--- config.mk ---
export PLATFORM = sky130hd
export DESIGN_NAME = pwmf_sort5
export DESIGN_NICKNAME = d
export VERILOG_FILES = /design/src/hw/rtl/pwmf_pkg.sv /design/src/hw/rtl/pwmf_sort5.sv
export SDC_FILE = /design/constraint.sdc
export NUM_CORES = 1
export LEC_CHECK = 0
export ABC_CLOCK_PERIOD_IN_PS = 29400
export BUFFER_PORTS_ARGS = -buffer_cell sky130_fd_sc_hd__buf_2
export CAP_MARGIN = 30
export CORE_MARGIN = 4
export CORE_UTILIZATION = 34
export DETAILED_ROUTE_END_ITERATION = 10
export GPL_ROUTABILITY_DRIVEN = 0
export PLACE_DENSITY = 0.61
export SLEW_MARGIN = 20
export SYNTH_ARGS = -nofsm -noshare
export SYNTH_HDL_FRONTEND = slang
export SYNTH_SLANG_ARGS = --single-unit
--- constraint.sdc ---
create_clock -name vclk -period 29.4
set_clock_uncertainty 0.1 [all_clocks]
set_input_delay 5.88 -clock vclk [all_inputs]
set_output_delay 5.88 -clock vclk [all_outputs]
set_load 0.03 [all_outputs]
--- src/hw/rtl/pwmf_pkg.sv ---
package pwmf_pkg;

    // Frame limits and the counter widths that follow from them.
    localparam int MAX_WIDTH  = 2048;
    localparam int MAX_HEIGHT = 4096;
    localparam int COL_W      = $clog2(MAX_WIDTH);
    localparam int ROW_W      = $clog2(MAX_HEIGHT);
    localparam int EW_W       = COL_W + 1;
    localparam int EH_W       = ROW_W + 1;

    // Configuration registers.
    localparam int WREG_W     = 12;
    localparam int HREG_W     = 13;
    localparam int CFG_DATA_W = 13;
    localparam logic [WREG_W-1:0] WIDTH_RST  = 12'd640;
    localparam logic [HREG_W-1:0] HEIGHT_RST = 13'd480;

    // Pixel layout.
    localparam int CH_W   = 8;
    localparam int NUM_CH = 3;
    localparam int RGB_W  = CH_W * NUM_CH;

    // Plus-shaped window: up to five values, only the three lowest matter.
    localparam int WIN_N = 5;
    localparam int MED_N = 3;
    localparam int CNT_W = 3;

    // Compare-exchange pairs of a nine-comparator sorting network for five keys.
    localparam int NUM_CAS = 9;
    localparam int unsigned CAS_LO [NUM_CAS] = '{0, 3, 2, 2, 1, 0, 0, 1, 1};
    localparam int unsigned CAS_HI [NUM_CAS] = '{1, 4, 4, 3, 4, 3, 2, 3, 2};

    typedef enum logic {
        ACT_PIXEL = 1'b0,
        ACT_DRAIN = 1'b1
    } t_action;

    typedef enum logic {
        CFG_IMAGE_WIDTH  = 1'b0,
        CFG_IMAGE_HEIGHT = 1'b1
    } t_cfg_idx;

    typedef logic [CH_W-1:0]  t_chan;
    typedef logic [RGB_W-1:0] t_rgb;
    typedef logic [CH_W:0]    t_key;

    // A missing neighbor sorts above every real sample.
    localparam t_key KEY_NONE = {1'b1, {CH_W{1'b0}}};

    typedef struct packed {
        logic sel;
        t_rgb rgb;
    } t_mid;

    typedef struct packed {
        logic             rd_en;
        logic [COL_W-1:0] rd_col;
        logic             m_we;
        t_mid             m_wdata;
        logic             u_we;
        logic [COL_W-1:0] u_waddr;
        t_rgb             u_wdata;
    } t_store_req;

endpackage

--- src/hw/rtl/pwmf_sort5.sv ---
module pwmf_sort5 (
    input  pwmf_pkg::t_key  i_key [pwmf_pkg::WIN_N],
    output pwmf_pkg::t_chan o_low [pwmf_pkg::MED_N]
);
    import pwmf_pkg::*;

    t_key w_k [WIN_N];
    t_key w_t;

    always_comb begin
        w_k = i_key;
        w_t = '0;
        for (int i = 0; i < NUM_CAS; i++) begin
            if (w_k[CAS_LO[i]] > w_k[CAS_HI[i]]) begin
                w_t            = w_k[CAS_LO[i]];
                w_k[CAS_LO[i]] = w_k[CAS_HI[i]];
                w_k[CAS_HI[i]] = w_t;
            end
        end
    end

    for (genvar g = 0; g < MED_N; g++) begin : g_low
        assign o_low[g] = w_k[g][CH_W-1:0];
    end

endmodule

==> flow_summary.toml, run 1 <==
[run_status]
outcome = "complete, no violations"

[floorplan]
dieHeight_um = 124
fp-row-count = 41
fp.coreArea_mm2 = 0.0129
start_util_pct = 35.3
ios = 69
dieWidth_um = 124
die_area_mm2 = 0.0153

[drt]
routed_wl_mm = 17.1
via_count = 5574
wl_met1_mm = 7.34
top_layer = "met4"
via_per_inst = 6.37
wire_per_inst_um = 19.6
drt_pass1_iterations = 7
drc = 0
ant_nets = 0
wl_met3_mm = 1.78
met2_wirelength_mm = 7.53
drt_iter0_drc = 677

[global_routing]
grt_max_degree = 36
grt_pass1_vias = 4974
grt_pass1_wl_mm = 26.2
grt_overflow = 0
antenna_found_initial = 0
grt_use_total_pct = 21.5

[placement]
port_buffers = 69
post-place-ws_ns = 5.11
hpwlAfterDp_mm = 14.1

[timing]
final_hold_viol_count = 0
finalSetupViolations = 0
fin_crit_ns = 24.68
fmax_mhz = 40.5
slew_violations = 0
period_share_pct = 83.9
timing.final.ws_setup_ns = 4.72
timing.hold.ws_ns = 12.27
slew_headroom_pct = 40.4
worst_pin_slew_ns = 0.894
rsz0062_at_grt = "no"
finalSetupTns_ns = 0

[layout]
nNetsFinal = 831
register_area_um2 = 0
syn2layout_area_growth_pct = 9.93
layout-drive-gt1-share_pct = 15.9
fill_cells = 1392
n_antenna_cell = 0
clock_buffers = 0
seq_cells = 0

[setup_path]
cp-start-kind = "input pin"
crit_start = "i_key[7]"
end_kind = "primary output"
max_stage_delay_ns = 0.74
required_ns = 23.42
worstPathMaxFanout = 25
critPathKind = "in -> out"
crit_slowest_cell = "and2_1"
cp.arrival_ns = 18.70

[min_path]
hold_class = "in -> out"
hp-start = "i_key[31]"

[synth]
synth.area.top_cells = "ha_1 (22%), a21oi_1 (5.8%), nor2_1 (5.4%), a211oi_1 (4.6%), inv_1 (4.0%)"
yosysMostFrequentCell = "ha_1"
avgSynthCellArea_um2 = 6.86
syn_area_mm2 = 0.00455
yosys.area.top_type_share_pct = 22.3
ys_warn_count = 0
synth_cell_types = 71
syn_nets = 789
ys_top_cells_by_count = "ha_1 (81), nor2_1 (66), a21oi_1 (53)"
syn_inst = 663
ys_seq_area_share_pct = 0
synth_area_leader_cell = "ha_1"

[run]
drv_cap = 0

[clock_network]
cts-resized-gates = 0
hold_buffers = 0
post_cts_buffers = 0
==> critical path, delay by kind of cell <==
family | cells | cell delay (ns)
and+or+nand+nor | 17 | 4.14
muxes | 2 | 0.94
AOI/OAI and AO/OA | 15 | 5.01
buffers and inverters | 5 | 0.97
adders and majority gates | 6 | 1.72
==> layout make-up <==
cell class	count	area (um^2)	share of cell area, %
multi-input cells	580	4210	84.2
inverters	48	180	3.60
repair buffers	75	394	7.88
well taps	172	215	4.30
==> logic make-up (layout without fill, tap and decap cells) <==
family	after synthesis	count (layout)	share of synthesized area (%)
adders and majority gates	81	81	22.3
AOI/OAI and AO/OA	253	253	40.1
and+or+nand+nor	222	222	24.5
buffers and inverters	83	123	7.54
muxes	24	24	5.67
==> layout by cell type (no fill, tap or decap), types with 6 or more instances in the layout <==
cell / instances
nand4_1: 14
a22oi_1: 8
nor2_1: 66
buf_2: 69
o211ai_1: 15
o21a_1: 11
inv_1: 48
o31ai_1: 15
mux2i_1: 12
nand3_1: 12
a31oi_1: 9
o21ai_0: 27
a21oi_1: 53
a211oi_1: 28
nand2b_1: 7
nand2_1: 36
a311o_1: 6
mux2_2: 11
nor3_1: 35
o211a_1: 6
a311oi_1: 7
nor4_1: 20
a21o_1: 16
o31a_1: 6
ha_1: 81
==> worst paths after layout <==
| check | end | cells past startpoint |
|---|---|---|
| min | o_low[12] | 4 |
| max | o_low[13] | 45 |
==> metrics by stage <==
stage	instance area [um^2]	utilization (%)	cells
2_1_floorplan	4550	-	663
3_3_place_gp	4990	38.7	874
3_5_place_dp	5000	38.8	875
4_1_cts	5000	38.8	875
5_1_grt	5000	38.8	875
6_report	5000	38.8	875
==> routing by layer <==
layer  global-route usage, %  vias up
met1                    30.8     2514
met3                    2.50       39
met4                    5.54        0
met5                       0        -
li1                        -     2685
met2                    34.3      336
Power of run 1 is left out: the tool's default activity adds up to more than one toggle a clock period on the data nets, which glitch-free logic cannot reach.
==> inputs of run 2 (changes only) <==
--- a/config.mk
+++ b/config.mk
@@ -5,7 +5,7 @@
 export SDC_FILE = /design/constraint.sdc
 export NUM_CORES = 1
 export LEC_CHECK = 0
-export ABC_CLOCK_PERIOD_IN_PS = 29400
+export ABC_CLOCK_PERIOD_IN_PS = 24600
 export BUFFER_PORTS_ARGS = -buffer_cell sky130_fd_sc_hd__buf_2
 export CAP_MARGIN = 30
 export CORE_MARGIN = 4
==> constraint.sdc (replaced) <==
create_clock -name vclk -period 24.6
set_clock_uncertainty 0.1 [all_clocks]
set_input_delay 4.92 -clock vclk [all_inputs]
set_output_delay 4.92 -clock vclk [all_outputs]
set_load 0.03 [all_outputs]
==> flow_summary.toml, run 2 (synthesis results as in run 1) <==
[run_status]
outcome = "complete, no violations"

[setup_path]
path_common_cell = "ha_1"
critPathKind = "in -> out"
crit_slowest_cell = "mux2i_2"
end_kind = "primary output"
cp-start-kind = "input pin"
worstPathMaxFanout = 28
max_stage_delay_ns = 0.64
required_ns = 19.58
cp.arrival_ns = 17.54
crit_start = "i_key[7]"
endpoint = "o_low[4]"

[timing]
finalSetupViolations = 0
finalSetupTns_ns = 0
fmax_mhz = 44.3
slew_violations = 0
period_share_pct = 91.7
final_hold_viol_count = 0
fin_crit_ns = 22.56
timing.hold.ws_ns = 10.34
worst_pin_slew_ns = 0.908
rsz0062_at_grt = "no"
slew_headroom_pct = 39.5
timing.final.ws_setup_ns = 2.04

[placement]
port_buffers = 69
post-place-ws_ns = 2.56
hpwlAfterDp_mm = 14.3

[layout]
register_area_um2 = 0
clock_buffers = 0
layout-drive-gt1-share_pct = 15.9
syn2layout_area_growth_pct = 9.93
nNetsFinal = 831
final_common_cell = "ha_1"
seq_cells = 0
n_antenna_cell = 0
layout_common_cells = "ha_1 (81), buf_2 (69), nor2_1 (66)"
fill_cells = 1390

[clock_network]
hold_buffers = 0
cts-resized-gates = 0
post_cts_buffers = 0

[min_path]
hold_class = "in -> out"

[drt]
wire_per_inst_um = 19.9
drc = 0
ant_nets = 0
via_per_inst = 6.30
drt_pass1_iterations = 6
via_count = 5510
drt_iter0_drc = 697
routed_wl_mm = 17.4

[global_routing]
grt_overflow = 0
antenna_found_initial = 0
grt_max_degree = 36
grt_pass1_wl_mm = 27.2
grt_use_total_pct = 22.4
grt_pass1_vias = 5042

[run]
drv_cap = 0

[floorplan]
fp.coreArea_mm2 = 0.0129
die_area_mm2 = 0.0153
fp-row-count = 41
start_util_pct = 35.3
dieWidth_um = 124
ios = 69
dieHeight_um = 124
==> run 2: cell counts in the layout (fill, tap and decap cells not counted) <==
No cell type changed its count.
==> run 2: area by class of cell <==
class / count / area (um^2) / area share, %
multi-input cells: 580 / 4210 / 84.2
repair buffers: 75 / 394 / 7.88
well taps: 172 / 215 / 4.30
inverters: 48 / 180 / 3.60
==> run 2: through the flow <==
step                      std cells  utilization (%)  cell area [um^2]
after floorplan                 663                -              4550
after global placement          874             38.7              4990
after detailed placement        875             38.8              5000
after CTS                       875             38.8              5000
after global routing            875             38.8              5000
final                           875             38.8              5000
==> run 2: worst min-delay path by stage <==
stage / startpoint / endpoint / slack [ns] / depth (start not counted)
after global placement: i_key[29] / o_low[10] / 10.34 / 4
after floorplan: i_key[43] / o_low[23] / 10.23 / 3
final: i_key[33] / o_low[6] / 10.34 / 4
after CTS: i_key[29] / o_low[2] / 10.32 / 4
after detailed placement: i_key[29] / o_low[2] / 10.32 / 4
after global routing: i_key[33] / o_low[6] / 10.37 / 4
==> run 2: metal layers <==
metal  vias up  global-route usage, %  routed length (um)
met4         0                   6.23                 599
met3        50                   1.45                1370
met1      2493                   32.8                7940
li1       2670                      -                   -
met2       297                   35.4                7470
met5         -                      0                   0
==> run 2: critical path: cells and delay by family <==
| family | cells | cell delay, ns |
|---|---|---|
| AOI/OAI and AO/OA | 22 | 5.68 |
| adders and majority gates | 6 | 1.70 |
| and+or+nand+nor | 15 | 3.84 |
| muxes | 1 | 0.64 |
| buffers and inverters | 4 | 0.72 |
Power of run 2 is left out for the same reason.
